**config.mk**
```make
export PLATFORM = sky130hd
export DESIGN_NAME = gnss_upload_trigger_controller_flat
export DESIGN_NICKNAME = d
export VERILOG_FILES = /design/src/design/gut_pkg.sv /design/src/design/gut_stream_if.sv /design/src/design/gut_tick_core.sv /design/src/design/gut_result_fifo.sv /design/src/design/gnss_upload_trigger_controller.sv /design/src/flat_wrapper.sv
export SDC_FILE = /design/constraint.sdc
export NUM_CORES = 1
export LEC_CHECK = 0
export BUFFER_PORTS_ARGS = -buffer_cell sky130_fd_sc_hd__buf_4
export CORE_MARGIN = 3
export CORE_UTILIZATION = 40
export DETAILED_ROUTE_END_ITERATION = 10
export SYNTH_ARGS = -nofsm -noshare
export SYNTH_HDL_FRONTEND = slang
export SYNTH_SLANG_ARGS = --single-unit
export TNS_END_PERCENT = 5
```
**constraint.sdc**
```tcl
create_clock -name clk_i -period 11.5 [get_ports clk_i]
set_input_delay 2.875 -clock clk_i [delete_from_list [all_inputs] [get_ports clk_i]]
set_output_delay 2.875 -clock clk_i [all_outputs]
set_load 0.005 [all_outputs]
```
**src/design/gut_pkg.sv**
```systemverilog
// shared types, register indexes and mode codes of the upload trigger controller
package gut_pkg;

  // configuration register indexes
  localparam logic [7:0] CfgUploadMode    = 8'd0;
  localparam logic [7:0] CfgUploadSetting = 8'd1;

  // upload mode codes
  localparam logic [7:0] ModeOff      = 8'h00;
  localparam logic [7:0] ModeTime     = 8'h01;
  localparam logic [7:0] ModeDist     = 8'h02;
  localparam logic [7:0] ModeAccTime  = 8'h0B;
  localparam logic [7:0] ModeAccDist  = 8'h0C;
  localparam logic [7:0] ModeAccCount = 8'h0D;

  // odometer difference scale
  localparam logic [31:0] DistScale = 32'd100;

  // default depth of the result queue
  localparam int unsigned ResultDepthDefault = 4;

  // one tick item
  typedef struct packed {
    logic [31:0] odometer;
    logic        link_authenticated;
    logic        receiver_switched_off;
    logic        clear_request;
  } tick_t;

  // one result item
  typedef struct packed {
    logic receiver_command;
    logic last_of_tick;
  } result_t;

  // one configuration write
  typedef struct packed {
    logic [7:0]  index;
    logic [31:0] value;
  } cfg_t;

  // commands raised by one tick: start first, then stop
  typedef struct packed {
    logic valid;
    logic has_start;
    logic has_stop;
  } push_t;

endpackage

```
**src/design/gut_stream_if.sv**
```systemverilog
// valid/ready channel carrying one payload type
interface gut_stream_if #(
  parameter type payload_t = logic
);
  logic     valid;
  logic     ready;
  payload_t data;

  modport source (output valid, output data, input ready);
  modport sink   (input valid, input data, output ready);
endinterface

```
**src/design/gut_tick_core.sv**
```systemverilog
// configuration registers, run state and per-tick command decision
module gut_tick_core (
  input  logic             clk_i,
  input  logic             rst_ni,
  input  logic             cfg_valid_i,
  input  gut_pkg::cfg_t    cfg_data_i,
  input  logic             tick_accept_i,
  input  gut_pkg::tick_t   tick_data_i,
  output gut_pkg::push_t   push_o
);

  logic [7:0]  upload_mode_q;
  logic [31:0] upload_setting_q;
  logic        started_q, started_d;
  logic        finished_q, finished_d;
  logic [31:0] count_q, count_d;
  logic        has_start, has_stop;

  // configuration writes
  always_ff @(posedge clk_i or negedge rst_ni) begin
    if (!rst_ni) begin
      upload_mode_q    <= gut_pkg::ModeOff;
      upload_setting_q <= '0;
    end else if (cfg_valid_i) begin
      if (cfg_data_i.index == gut_pkg::CfgUploadMode) begin
        upload_mode_q <= cfg_data_i.value[7:0];
      end else if (cfg_data_i.index == gut_pkg::CfgUploadSetting) begin
        upload_setting_q <= cfg_data_i.value;
      end
    end
  end

  // decision for the tick on the input
  always_comb begin
    logic        s, f;
    logic [31:0] c;
    logic [31:0] moved;
    logic        auth, off;
    s     = started_q;
    f     = finished_q;
    c     = count_q;
    moved = '0;
    auth  = tick_data_i.link_authenticated;
    off   = tick_data_i.receiver_switched_off;
    has_start = 1'b0;
    has_stop  = 1'b0;

    // clear request drops a running session
    if (tick_data_i.clear_request && s) begin
      s = 1'b0;
      f = 1'b0;
      c = '0;
    end

    if (upload_mode_q == gut_pkg::ModeOff) begin
      if (s) begin
        s = 1'b0;
        f = 1'b0;
        c = '0;
      end
    end else if (auth) begin
      unique case (upload_mode_q)
        gut_pkg::ModeTime: begin
          c = c + 32'd1;
          if (c == upload_setting_q) begin
            has_start = !off;
            c = '0;
          end
        end
        gut_pkg::ModeDist: begin
          if (!s) begin
            c = tick_data_i.odometer;
            s = 1'b1;
          end
          moved = 32'((tick_data_i.odometer - c) * gut_pkg::DistScale);
          if (moved >= upload_setting_q) begin
            has_start = !off;
            c = tick_data_i.odometer;
          end
        end
        gut_pkg::ModeAccTime, gut_pkg::ModeAccCount: begin
          if (!s) begin
            s = 1'b1;
            has_start = 1'b1;
          end
          if (!f) begin
            c = c + 32'd1;
            if (c == upload_setting_q) begin
              has_stop = 1'b1;
              f = 1'b1;
              c = '0;
            end
          end
        end
        gut_pkg::ModeAccDist: begin
          if (!s) begin
            c = tick_data_i.odometer;
            has_start = 1'b1;
            s = 1'b1;
          end
          moved = 32'((tick_data_i.odometer - c) * gut_pkg::DistScale);
          if (!f && moved >= upload_setting_q) begin
            has_stop = 1'b1;
            f = 1'b1;
          end
        end
        default: begin
        end
      endcase
    end

    started_d  = tick_accept_i ? s : started_q;
    finished_d = tick_accept_i ? f : finished_q;
    count_d    = tick_accept_i ? c : count_q;
  end

  assign push_o.valid     = tick_accept_i;
  assign push_o.has_start = has_start;
  assign push_o.has_stop  = has_stop;

  // run state
  always_ff @(posedge clk_i or negedge rst_ni) begin
    if (!rst_ni) begin
      started_q  <= 1'b0;
      finished_q <= 1'b0;
      count_q    <= '0;
    end else begin
      started_q  <= started_d;
      finished_q <= finished_d;
      count_q    <= count_d;
    end
  end

`ifndef SYNTHESIS
  // finished is only ever set within a started session
  a_finished_needs_started: assert property (@(posedge clk_i) disable iff (!rst_ni)
    finished_q |-> started_q)
    else $error("finished without started");

  // a stop command always marks the session finished
  a_stop_sets_finished: assert property (@(posedge clk_i) disable iff (!rst_ni)
    (push_o.valid && push_o.has_stop) |=> finished_q)
    else $error("stop issued without finishing");

  // state moves only on an accepted tick
  a_state_holds_idle: assert property (@(posedge clk_i) disable iff (!rst_ni)
    !tick_accept_i |=> ($stable(count_q) && $stable(started_q) && $stable(finished_q)))
    else $error("run state changed without a tick");
`endif

endmodule

```
**src/design/gut_result_fifo.sv**
```systemverilog
// small result queue taking up to two commands per tick, one out per cycle while the receiver is ready
module gut_result_fifo #(
  parameter int unsigned Depth = gut_pkg::ResultDepthDefault
) (
  input  logic             clk_i,
  input  logic             rst_ni,
  input  gut_pkg::push_t   push_i,
  output logic             space_o,
  output logic             out_valid_o,
  input  logic             out_ready_i,
  output gut_pkg::result_t out_data_o
);

  localparam int unsigned PtrW = (Depth > 1) ? $clog2(Depth) : 1;
  localparam int unsigned CntW = $clog2(Depth + 1);

  gut_pkg::result_t        mem_q [Depth];
  logic [PtrW-1:0]         wr_q, rd_q, wr_d, rd_d, wr_next;
  logic [CntW-1:0]         count_q, count_d;
  logic [1:0]              push_num;
  logic                    pop;
  gut_pkg::result_t        entry0, entry1;

  function automatic logic [PtrW-1:0] ptr_inc(input logic [PtrW-1:0] p);
    ptr_inc = (p == PtrW'(Depth - 1)) ? '0 : p + PtrW'(1);
  endfunction

  // expand the tick's commands into result items
  always_comb begin
    push_num = '0;
    if (push_i.valid) begin
      push_num = 2'({1'b0, push_i.has_start} + {1'b0, push_i.has_stop});
    end
    entry0.receiver_command = push_i.has_start;
    entry0.last_of_tick     = !(push_i.has_start && push_i.has_stop);
    entry1.receiver_command = 1'b0;
    entry1.last_of_tick     = 1'b1;
  end

  assign pop         = out_valid_o && out_ready_i;
  assign out_valid_o = (count_q != '0);
  assign out_data_o  = mem_q[rd_q];
  assign space_o     = (count_q <= CntW'(Depth - 2));
  assign wr_next     = ptr_inc(wr_q);

  // pointer and fill count update
  always_comb begin
    wr_d = wr_q;
    if (push_num == 2'd1) begin
      wr_d = wr_next;
    end else if (push_num == 2'd2) begin
      wr_d = ptr_inc(wr_next);
    end
    rd_d    = pop ? ptr_inc(rd_q) : rd_q;
    count_d = count_q + CntW'(push_num) - CntW'(pop);
  end

  always_ff @(posedge clk_i or negedge rst_ni) begin
    if (!rst_ni) begin
      wr_q    <= '0;
      rd_q    <= '0;
      count_q <= '0;
    end else begin
      wr_q    <= wr_d;
      rd_q    <= rd_d;
      count_q <= count_d;
    end
  end

  // storage writes
  always_ff @(posedge clk_i) begin
    if (push_num != 2'd0) begin
      mem_q[wr_q] <= entry0;
    end
    if (push_num == 2'd2) begin
      mem_q[wr_next] <= entry1;
    end
  end

`ifndef SYNTHESIS
  a_count_bound: assert property (@(posedge clk_i) disable iff (!rst_ni)
    count_q <= CntW'(Depth))
    else $error("result queue overfilled");

  a_push_fits: assert property (@(posedge clk_i) disable iff (!rst_ni)
    (push_num != 2'd0) |-> ((count_q + CntW'(push_num)) <= CntW'(Depth)))
    else $error("push into a full result queue");

  a_pop_only: assert property (@(posedge clk_i) disable iff (!rst_ni)
    (pop && push_num == 2'd0) |=> (count_q == $past(count_q) - CntW'(1)))
    else $error("fill count wrong after pop");
`endif

endmodule

```
**src/design/gnss_upload_trigger_controller.sv**
```systemverilog
// top level of the gnss detailed-position upload trigger controller
//
// Channels: tick_i takes one tick item (odometer, link_authenticated,
// receiver_switched_off, clear_request); result_o gives the receiver start
// or stop commands, each flagged last_of_tick on the final command of a
// tick; cfg_i writes upload_mode (index 0) and upload_setting (index 1) and
// is always ready. A tick raises zero, one or two commands, start first.
// A tick's commands are written into the result queue at its transfer and
// reach result_o once the commands ahead of them have gone. Ticks are taken
// one per cycle while tick_i is ready; the result queue drains one command
// per cycle while the receiver is ready. A tick that causes no command
// completes in its transfer cycle. Reset clears the run state, both
// configuration registers and the result queue. When the receiver stalls,
// commands wait in the queue (Depth entries); tick_i drops ready once fewer
// than two entries are free.
module gnss_upload_trigger_controller #(
  parameter int unsigned Depth = gut_pkg::ResultDepthDefault
) (
  input logic   clk_i,
  input logic   rst_ni,
  gut_stream_if.sink   tick_i,
  gut_stream_if.source result_o,
  gut_stream_if.sink   cfg_i
);

  gut_pkg::push_t push;
  logic           space;
  logic           tick_accept;

  assign tick_i.ready = space;
  assign cfg_i.ready  = 1'b1;
  assign tick_accept  = tick_i.valid && space;

  // state and decision
  gut_tick_core u_core (
    .clk_i         (clk_i),
    .rst_ni        (rst_ni),
    .cfg_valid_i   (cfg_i.valid),
    .cfg_data_i    (cfg_i.data),
    .tick_accept_i (tick_accept),
    .tick_data_i   (tick_i.data),
    .push_o        (push)
  );

  // result queue
  gut_result_fifo #(
    .Depth (Depth)
  ) u_fifo (
    .clk_i       (clk_i),
    .rst_ni      (rst_ni),
    .push_i      (push),
    .space_o     (space),
    .out_valid_o (result_o.valid),
    .out_ready_i (result_o.ready),
    .out_data_o  (result_o.data)
  );

endmodule

```
**src/flat_wrapper.sv**
```systemverilog
// flat-port wrapper written by rule: the top's interface ports become plain ports
module gnss_upload_trigger_controller_flat 
#(
  parameter int unsigned Depth = gut_pkg::ResultDepthDefault
)
  (clk_i, rst_ni, tick_i_valid, tick_i_data, tick_i_ready, result_o_valid, result_o_data, result_o_ready, cfg_i_valid, cfg_i_data, cfg_i_ready);
  gut_stream_if #(.payload_t(gut_pkg::tick_t)) tick_i_i ();
  gut_stream_if #(.payload_t(gut_pkg::result_t)) result_o_i ();
  gut_stream_if #(.payload_t(gut_pkg::cfg_t)) cfg_i_i ();
  input logic clk_i;
  input logic rst_ni;
  input wire logic [$bits(tick_i_i.valid)-1:0] tick_i_valid;
  input wire logic [$bits(tick_i_i.data)-1:0] tick_i_data;
  output wire logic [$bits(tick_i_i.ready)-1:0] tick_i_ready;
  output wire logic [$bits(result_o_i.valid)-1:0] result_o_valid;
  output wire logic [$bits(result_o_i.data)-1:0] result_o_data;
  input wire logic [$bits(result_o_i.ready)-1:0] result_o_ready;
  input wire logic [$bits(cfg_i_i.valid)-1:0] cfg_i_valid;
  input wire logic [$bits(cfg_i_i.data)-1:0] cfg_i_data;
  output wire logic [$bits(cfg_i_i.ready)-1:0] cfg_i_ready;
  assign tick_i_i.valid = tick_i_valid;
  assign tick_i_i.data = tick_i_data;
  assign tick_i_ready = tick_i_i.ready;
  assign result_o_valid = result_o_i.valid;
  assign result_o_data = result_o_i.data;
  assign result_o_i.ready = result_o_ready;
  assign cfg_i_i.valid = cfg_i_valid;
  assign cfg_i_i.data = cfg_i_data;
  assign cfg_i_ready = cfg_i_i.ready;
  gnss_upload_trigger_controller #(.Depth(Depth)) u_core (.clk_i(clk_i), .rst_ni(rst_ni), .tick_i(tick_i_i), .result_o(result_o_i), .cfg_i(cfg_i_i));
endmodule
```
==> impl_results.md, run 1 <==
- Power density over the cells: 277 nW/um^2
- FMAX: 90.4 MHz
- Port buffer count: 83
- CP arrival: 11320 ps
- Hold Crit Start: u_core.u_fifo.mem_q[2][0]$_SDFFE_PP1P_
- # fillers: 2928
- Sequential fraction of the synthesis area: 0.179
- DP Wirelength: 30300 microns
- Critical Path Max Stage Delay: 520 ps
- Crit-path most repeated cell: ha_1
- DRT antenna net count: 0
- Measured slew at the worst slew-check pin: 1180 ps
- Power, Total: 4.05 mW
- H-tree depth: 3
- Die Ht: 181 microns
- Peak supply drop: 0.315 mV
- Hold Path Cell Cnt: 1
- Final net count: 1929
- FF-to-FF Start: u_core.u_core.started_q$_DFFE_PN0P_
- CTS Buf Count: 9
- Final setup viols: 0
- Synth Cell Area: 12200 sq um
- Ys Warns: 0
- # diodes: 0
- Layout cells sized above 1: 0.200
- Cell Area, Placed: 14100 sq um
- Worst Clk Skew: 16.7 ps
- Final Hold Fails: 0
- Synth cell types: 77
- Register area: 2190 sq um
- Max Buffers Root-to-Sink: 2
- CP max-delay cell: fa_1
- CTS Root Cell: clkbuf_16
- Die X: 181 microns
- Finished Cell Area: 14600 sq um
- First drt pass iteration count: 5
- Pins over their slew limit: 0
- Vias in the first global route: 11365
- Multi-input gate area: 9350 sq um
- Overflow after GRT: 0
- Clock Sinks: 89
- #FFs+latches synth: 89
- Mean number of vias per cell: 5.81
- Syn Area/Cell: 8.04 sq um
- Synth top cells by count: inv_1 (174), ha_1 (151), nor2_1 (91), nand2_1 (89), a21oi_1 (86)
- Layout area overhead: 19.5%
- Clock latency on the worst-skew pair: 370 ps
- Routed WL: 39100 microns
- Row cnt: 63
- Largest net degree at the start of global routing: 78
- Critical path required time: 11750 ps
- Max Cap Violations: 0
- Placer Congestion: 0.936
- Per-cell routed wire length: 18.9 microns
- Slew headroom: 0.207
- Flop-to-flop setup slack: 2000 ps
- Core Area: 29900 sq um
- Io pins: 85
- Setup TNS: 0 ps
- Final period util: 0.962
- Status: complete, no violations
- Total Routing Usage GR: 0.231
- Iteration-0 DRC Markers: 1048
- Post-synth ARST share: 0.910
- First-pass GRT wire length: 61400 microns
- Minimum clock period: 11070 ps
- Number of flops mapped to enable cells by yosys: 0
- Critical path class: input port to flop
- CP endpoint kind: flop
- Leakage: 6.82 nW
- Area contributors post-synth: dfrtp_1 (17%), ha_1 (15%), inv_1 (5.3%)
- Worst r2r dst: u_core.u_fifo.count_q[2]$_DFF_PN0_
- Startpoint Class: input port
- Initial antenna violation count: 0
- Clock-pin slew on the worst setup and hold paths: 70 ps
- Post-Syn Nets: 1777
- Synth Instances: 1520
- Cell taking the most area after synthesis: dfrtp_1
- CTS tree: done
- Hold Path End: u_core.u_fifo.mem_q[2][0]$_SDFFE_PP1P_
- Synth Flop Type: dfrtp_1
- Worst Path Max Fanout: 5
- Most common cell in the synthesized netlist: inv_1
- Top cell type's share of synthesized area: 0.166
- Finished Core Util: 0.489
- Die area: 32700 sq um
- Reg2Reg Depth: 47
- Initial core utilization: 0.409
- DR vias: 12017
- Type of the worst min-delay path: flop to flop
- Post-route DRC: 0
worst max-delay path: cells and delay by family:
kind / cells / cell delay (ps)
adders and majority gates: 10 / 2810
AOI/OAI and AO/OA: 15 / 2620
and+or+nand+nor: 10 / 1280
xor gates and xnor gates: 5 / 890
buffers and inverters: 7 / 560
muxes: 1 / 250
final cells by class:
| cell class | instances | area share |
|---|---|---|
| clock inverters | 5 | 0.00274 |
| inverters | 174 | 0.0447 |
| repair buffers | 218 | 0.112 |
| multi-input cells | 1180 | 0.640 |
| flip-flops and latches | 89 | 0.150 |
| well taps | 390 | 0.0334 |
| clock buffers | 11 | 0.0166 |
timing repair:
action	CTS	global route
hold buffers	0	0
pin swaps	0	21
buffers inserted	0	9
cloned	0	0
setup endpoints to repair	1	17
gates resized for setup	1	38
state kept, by name, summed over array words and instances, names as in the netlist:
| signal | count |
|---|---|
| u_core.u_fifo.wr_q | 2 |
| u_core.u_core.upload_mode_q | 8 |
| u_core.u_fifo.count_q | 3 |
| u_core.u_core.upload_setting_q | 32 |
| u_core.u_core.count_q | 32 |
| u_core.u_fifo.rd_q | 2 |
| u_core.u_core.finished_q | 1 |
| u_core.u_core.started_q | 1 |
| u_core.u_fifo.mem_q | 8 |
report_power, final:
part           internal [mW]  total, mW  switching, mW
Sequential             0.339      0.383         0.0435
Combinational           1.50       3.37           1.87
Clock                  0.154      0.293          0.140
cells in the final DEF, fill, tap and decap left out, types with 45 or more instances in the layout:
master	n
dfrtp_1	81
a21oi_1	75
nor2_1	89
inv_1	174
nor3_1	45
nand3_1	59
ha_1	149
xnor2_1	70
buf_4	217
nand2_1	86
o21ai_0	52
logic make-up after synthesis:
logic type	after synthesis	share of synthesized area
AND/OR/NAND/NOR	444	0.184
AO/OA/AOI/OAI	373	0.211
buffers and inverters	251	0.0784
adder cells (fa/ha/maj)	177	0.197
XOR/XNOR	104	0.0779
flip-flops	89	0.179
multiplexers	81	0.0728
other	1	0.000307
worst max path at each step:
stage | startpoint | endpoint | slack (ps) | depth (start not counted)
detailed placement | tick_i_data[0] | u_core.u_fifo.count_q[2]$_DFF_PN0_ | -360 | 49
global route | tick_i_data[0] | u_core.u_fifo.count_q[2]$_DFF_PN0_ | -30 | 47
global placement | tick_i_data[0] | u_core.u_fifo.count_q[2]$_DFF_PN0_ | -130 | 48
floorplan | tick_i_data[0] | u_core.u_fifo.count_q[2]$_DFF_PN0_ | 0.1 | 51
finish | tick_i_data[0] | u_core.u_fifo.count_q[2]$_DFF_PN0_ | 430 | 48
CTS | tick_i_data[0] | u_core.u_fifo.count_q[2]$_DFF_PN0_ | 10 | 48
through the flow:
stage	cells	hold WS, ps	setup WS [ps]
final	2067	486	433
after detailed placement	2043	467	-361
after global placement	2043	471	-132
after floorplan	1520	450	0.130
after global routing	2067	506	-29.8
after CTS	2059	490	13.5
per-layer routing:
metal	vias to the layer above	global-route usage	share of wire	routed length, microns
met5	-	0	0	0
met4	0	0.0669	0.024	944
met3	62	0.0381	0.063	2450
met2	380	0.376	0.46	18000
met1	5792	0.318	0.45	17800
li1	5783	-	-	-
Note: power is estimated with default switching activity, not from simulation.
==> inputs of run 2 (changes only) <==
--- a/config.mk
+++ b/config.mk
@@ -6,7 +6,7 @@
 export NUM_CORES = 1
 export LEC_CHECK = 0
 export BUFFER_PORTS_ARGS = -buffer_cell sky130_fd_sc_hd__buf_4
-export CORE_MARGIN = 3
+export CORE_MARGIN = 2
 export CORE_UTILIZATION = 40
 export DETAILED_ROUTE_END_ITERATION = 10
 export SYNTH_ARGS = -nofsm -noshare
==> constraint.sdc (replaced) <==
create_clock -name clk_i -period 10.1 [get_ports clk_i]
set_input_delay 2.525 -clock clk_i [delete_from_list [all_inputs] [get_ports clk_i]]
set_output_delay 2.525 -clock clk_i [all_outputs]
set_load 0.01 [all_outputs]
==> impl_results.md, run 2 (synthesis gave the netlist of run 1 again) <==
- Status: finished with violations
- Violated checks: setup timing
- Commonest cells after routing, fill and taps aside: buf_4 (307), inv_1 (166), ha_1 (136), nor2_1 (88), nand2_1 (85)
- FMAX: 94.6 MHz
- Hold Slack: 493 ps
- Row cnt: 63
- Port buffer count: 83
- Mean number of vias per cell: 5.68
- Initial antenna violation count: 0
- Power density over the cells: 326 nW/um^2
- Critical path required time: 10360 ps
- CTS Root Cell: clkbuf_16
- Final setup viols: 12
- Max Buffers Root-to-Sink: 2
- Critical Path Max Stage Delay: 500 ps
- Total Routing Usage GR: 0.252
- Overflow after GRT: 0
- CP max-delay cell: fa_1
- Leakage: 7.34 nW
- First drt pass iteration count: 5
- Placer Congestion: 0.923
- Max Cap Violations: 0
- DRT antenna net count: 0
- Flop-to-flop setup slack: 1390 ps
- Leading registers by flop count: u_core.u_core.count_q: 32 flops, u_core.u_core.upload_setting_q: 32 flops
- Iteration-0 DRC Markers: 1017
- Clock-pin slew on the worst setup and hold paths: 70 ps
- Startpoint Class: input port
- DR vias: 12294
- Peak supply drop: 0.332 mV
- Finished Core Util: 0.528
- Finished Cell Area: 15800 sq um
- Layout area overhead: 29.0%
- Final Non-Filler Cells: 2163
- Dpl cells: 2130
- CP endpoint kind: flop
- Worst path bufs/invs: 9
- Slew headroom: 0.278
- Core Area: 29900 sq um
- Per-cell routed wire length: 18.4 microns
- Routed WL: 39900 microns
- Top cell family by delay on the critical path: adder cells
- Die area: 32000 sq um
- Largest net degree at the start of global routing: 54
- Commonest non-fill, non-tap cell in the layout: buf_4
- Die X: 179 microns
- Initial core utilization: 0.409
- Final WS setup: -466 ps
- Vias in the first global route: 11969
- Io pins: 85
- First-pass GRT wire length: 62900 microns
- Clock latency on the worst-skew pair: 370 ps
- Final Hold Fails: 0
- Measured slew at the worst slew-check pin: 1070 ps
- Post-CTS Hold Buffers: 0
- Post-route DRC: 0
- Minimum clock period: 10570 ps
- Worst Path Max Fanout: 8
- Final period util: 1.05
- Pins over their slew limit: 0
- Power, Total: 5.14 mW
- DP Wirelength: 30800 microns
- Cell Area, Placed: 14800 sq um
- Clock Sinks: 89
- CTS tree: done
- Layout cells sized above 1: 0.275
- Final net count: 2025
- H-tree depth: 3
- # diodes: 0
- RSZ-0062 raised after global routing: true
- CP arrival: 10820 ps
- Critical path class: input port to flop
- Type of the worst min-delay path: flop to flop
- CTS Buf Count: 9
- Worst Clk Skew: 12.6 ps
- Die Ht: 179 microns
[run 2: changes by cell type in the layout (fill, tap and decap cells not counted), moves of 6 or more]
cell     previous run  this run
inv_1             174       166
mux2i_1            35        29
o31ai_1            15         7
ha_4                2        13
ha_1              149       136
o31ai_2             1         7
inv_2               0         8
buf_4             217       307
[run 2: worst register-to-register path, delay by kind of cell (launching register included)]
family / cells / cell delay [ps]
buffers and inverters: 8 / 720
and+or+nand+nor: 11 / 1310
xor gates and xnor gates: 4 / 580
adders and majority gates: 11 / 3020
DFF: 1 / 360
AOI/OAI and AO/OA: 15 / 2620
[run 2: stage by stage]
step / worst slack [ps] / TNS (ps)
finish: -466 / -2710
global route: -841 / -10350
CTS: -370 / -1900
detailed placement: -1120 / -18290
global placement: -1020 / -14710
floorplan: -745 / -5060
[run 2: area by class of cell]
type / instances / area [sq um]
Sequential cell: 89 / 2190
Tap cell: 390 / 488
Inverter: 174 / 653
Fill cell: 2806 / 14100
Clock inverter: 5 / 40.0
Clock buffer: 11 / 233
Timing Repair Buffer: 314 / 2420
Multi-Input combinational cell: 1180 / 9740
[run 2: worst paths after layout]
check	start	to	cells past startpoint
max in group asynchronous	rst_ni	u_core.u_core.upload_setting_q[21]$_DFFE_PN0P_	2
worst min register to register	u_core.u_fifo.mem_q[2][0]$_SDFFE_PP1P_	u_core.u_fifo.mem_q[2][0]$_SDFFE_PP1P_	1
worst max-delay path	tick_i_data[0]	u_core.u_fifo.count_q[2]$_DFF_PN0_	50
worst min-delay path	u_core.u_fifo.mem_q[2][0]$_SDFFE_PP1P_	u_core.u_fifo.mem_q[2][0]$_SDFFE_PP1P_	1
min in group asynchronous	rst_ni	u_core.u_fifo.rd_q[0]$_DFFE_PN0P_	1
worst max register to register	u_core.u_core.started_q$_DFFE_PN0P_	u_core.u_fifo.count_q[2]$_DFF_PN0_	49
[run 2: timing repair]
action | 4_1_cts | 5_1_grt
setup buffers | 13 | 4
gates cloned | 0 | 0
pin swaps | 49 | 42
endpoints found under the setup margin | 19 | 39
resized for setup | 54 | 54
[run 2: metal layers]
metal,track usage,part of all wire,vias up,wire (microns)
met2,0.423,0.47,369,18800
met1,0.336,0.44,5883,17700
li1,-,-,5981,-
met5,0,0,-,0
met4,0.0742,0.024,0,955
met3,0.0356,0.060,61,2400
[run 2: where the power goes]
part	switching [mW]	internal, mW
registers	0.0507	0.386
clock network	0.164	0.169
logic	2.30	2.08
total	2.51	2.63
==> inputs of run 3 (changes only) <==
--- a/config.mk
+++ b/config.mk
@@ -7,7 +7,7 @@
 export LEC_CHECK = 0
 export BUFFER_PORTS_ARGS = -buffer_cell sky130_fd_sc_hd__buf_4
 export CORE_MARGIN = 2
-export CORE_UTILIZATION = 40
+export CORE_UTILIZATION = 25
 export DETAILED_ROUTE_END_ITERATION = 10
 export SYNTH_ARGS = -nofsm -noshare
 export SYNTH_HDL_FRONTEND = slang
==> impl_results.md, run 3 (synthesis gave the netlist of run 1 again) <==
- Status: finished with violations
- Violated checks: setup timing
- Clock Sinks: 89
- Power density over the cells: 319 nW/um^2
- Iteration-0 DRC Markers: 953
- Leading registers by flop count: u_core.u_core.count_q: 32 flops, u_core.u_core.upload_setting_q: 32 flops
- CP max-delay cell: fa_1
- CTS Root Cell: clkbuf_16
- FMAX: 94.8 MHz
- CP endpoint kind: flop
- CP arrival: 10800 ps
- Critical path required time: 10350 ps
- Startpoint Class: input port
- Overflow after GRT: 0
- First-pass GRT wire length: 68200 microns
- Post-CTS Hold Buffers: 0
- Crit-path most repeated cell: ha_4
- Peak supply drop: 0.351 mV
- Cell Area, Placed: 15000 sq um
- Initial core utilization: 0.252
- Placer Congestion: 0.906
- CTS tree: done
- First drt pass iteration count: 6
- Initial antenna violation count: 0
- Commonest non-fill, non-tap cell in the layout: buf_4
- Worst Path Max Fanout: 6
- CTS Buf Count: 9
- Io pins: 85
- Clock latency on the worst-skew pair: 370 ps
- Finished Core Util: 0.328
- Die Ht: 225 microns
- Layout area overhead: 30.3%
- Final Non-Filler Cells: 2391
- Largest net degree at the start of global routing: 49
- Routed WL: 43400 microns
- Finished Cell Area: 15900 sq um
- Max Buffers Root-to-Sink: 2
- Commonest cells after routing, fill and taps aside: buf_4 (304), inv_1 (169), ha_1 (139), nor2_1 (86), nand2_1 (85)
- Clock-pin slew on the worst setup and hold paths: 70 ps
- Per-cell routed wire length: 18.1 microns
- Worst Clk Skew: 11.0 ps
- Slew headroom: 0.100
- DRT antenna net count: 0
- Vias in the first global route: 12601
- Row cnt: 81
- Post-route DRC: 0
- Power, Total: 5.08 mW
- Core Area: 48500 sq um
- Die X: 225 microns
- Minimum clock period: 10550 ps
- Final WS setup: -450 ps
- DP Wirelength: 33600 microns
- RSZ-0062 raised after global routing: true
- Dpl cells: 2354
- Mean number of vias per cell: 5.21
- # diodes: 0
- Type of the worst min-delay path: flop to flop
- Critical Path Max Stage Delay: 490 ps
- Final Hold Fails: 0
- H-tree depth: 3
- Max Cap Violations: 0
- Final net count: 2021
- DR vias: 12446
- Pre-CTS setup slack: -1370 ps
- Pins over their slew limit: 0
- Final period util: 1.04
- Port buffer count: 83
- Measured slew at the worst slew-check pin: 1350 ps
- Die area: 50700 sq um
- Layout cells sized above 1: 0.271
- Final setup viols: 12
- Critical path class: input port to flop
- Leakage: 7.34 nW
- Total Routing Usage GR: 0.170
[run 3: cell type report]
cell class | instances | area (sq um)
Inverter | 174 | 653
Timing Repair Buffer | 310 | 2360
Tap cell | 622 | 778
Clock buffer | 9 | 225
Clock inverter | 7 | 52.6
Fill cell | 4960 | 32600
Multi-Input combinational cell | 1180 | 9660
Sequential cell | 89 | 2190
[run 3: through the flow]
step                      hold slack [ps]  TNS [ps]
after floorplan                       450     -5060
after global placement                470    -22290
after detailed placement              475    -31140
after CTS                             498     -2820
after global routing                  527    -10880
final                                 497     -2270
[run 3: where the power goes]
| part | switching, mW | total [mW] | internal (mW) |
|---|---|---|---|
| Combinational | 2.33 | 4.31 | 1.98 |
| Sequential | 0.0495 | 0.436 | 0.386 |
| Clock | 0.166 | 0.335 | 0.169 |
| Total | 2.54 | 5.08 | 2.54 |
[run 3: layer usage]
metal | up-vias | wire length (microns) | global-route usage
li1 | 5980 | - | -
met2 | 401 | 20400 | 0.286
met3 | 81 | 2800 | 0.0289
met1 | 5984 | 19000 | 0.221
met5 | - | 0 | 0
met4 | 0 | 1240 | 0.0549
[run 3: final timing paths]
path                       slack, ps                                              to  depth (start not counted)                                start
max                             -450              u_core.u_fifo.count_q[2]$_DFF_PN0_                         49                       tick_i_data[0]
min                              500              u_core.u_fifo.count_q[2]$_DFF_PN0_                          1   u_core.u_fifo.count_q[2]$_DFF_PN0_
max reg2reg                     1410              u_core.u_fifo.count_q[2]$_DFF_PN0_                         50  u_core.u_core.started_q$_DFFE_PN0P_
min reg2reg                      500              u_core.u_fifo.count_q[2]$_DFF_PN0_                          1   u_core.u_fifo.count_q[2]$_DFF_PN0_
max in group asynchronous       6900  u_core.u_core.upload_setting_q[12]$_DFFE_PN0P_                          2                               rst_ni
min in group asynchronous       2130               u_core.u_fifo.rd_q[0]$_DFFE_PN0P_                          1                               rst_ni
[run 3: what timing repair did]
| item | CTS | global route |
|---|---|---|
| setup endpoints to repair | 37 | 45 |
| setup buffers | 16 | 7 |
| pin swaps | 36 | 53 |
| resized for setup | 40 | 57 |
[run 3: worst max-delay path: cells and delay by family]
kind	cells	cell delay [ps]
and+or+nand+nor	10	1230
adders and majority gates	10	2670
AOI/OAI and AO/OA	15	2430
buffers and inverters	8	710
muxes	1	250
xor gates and xnor gates	5	970
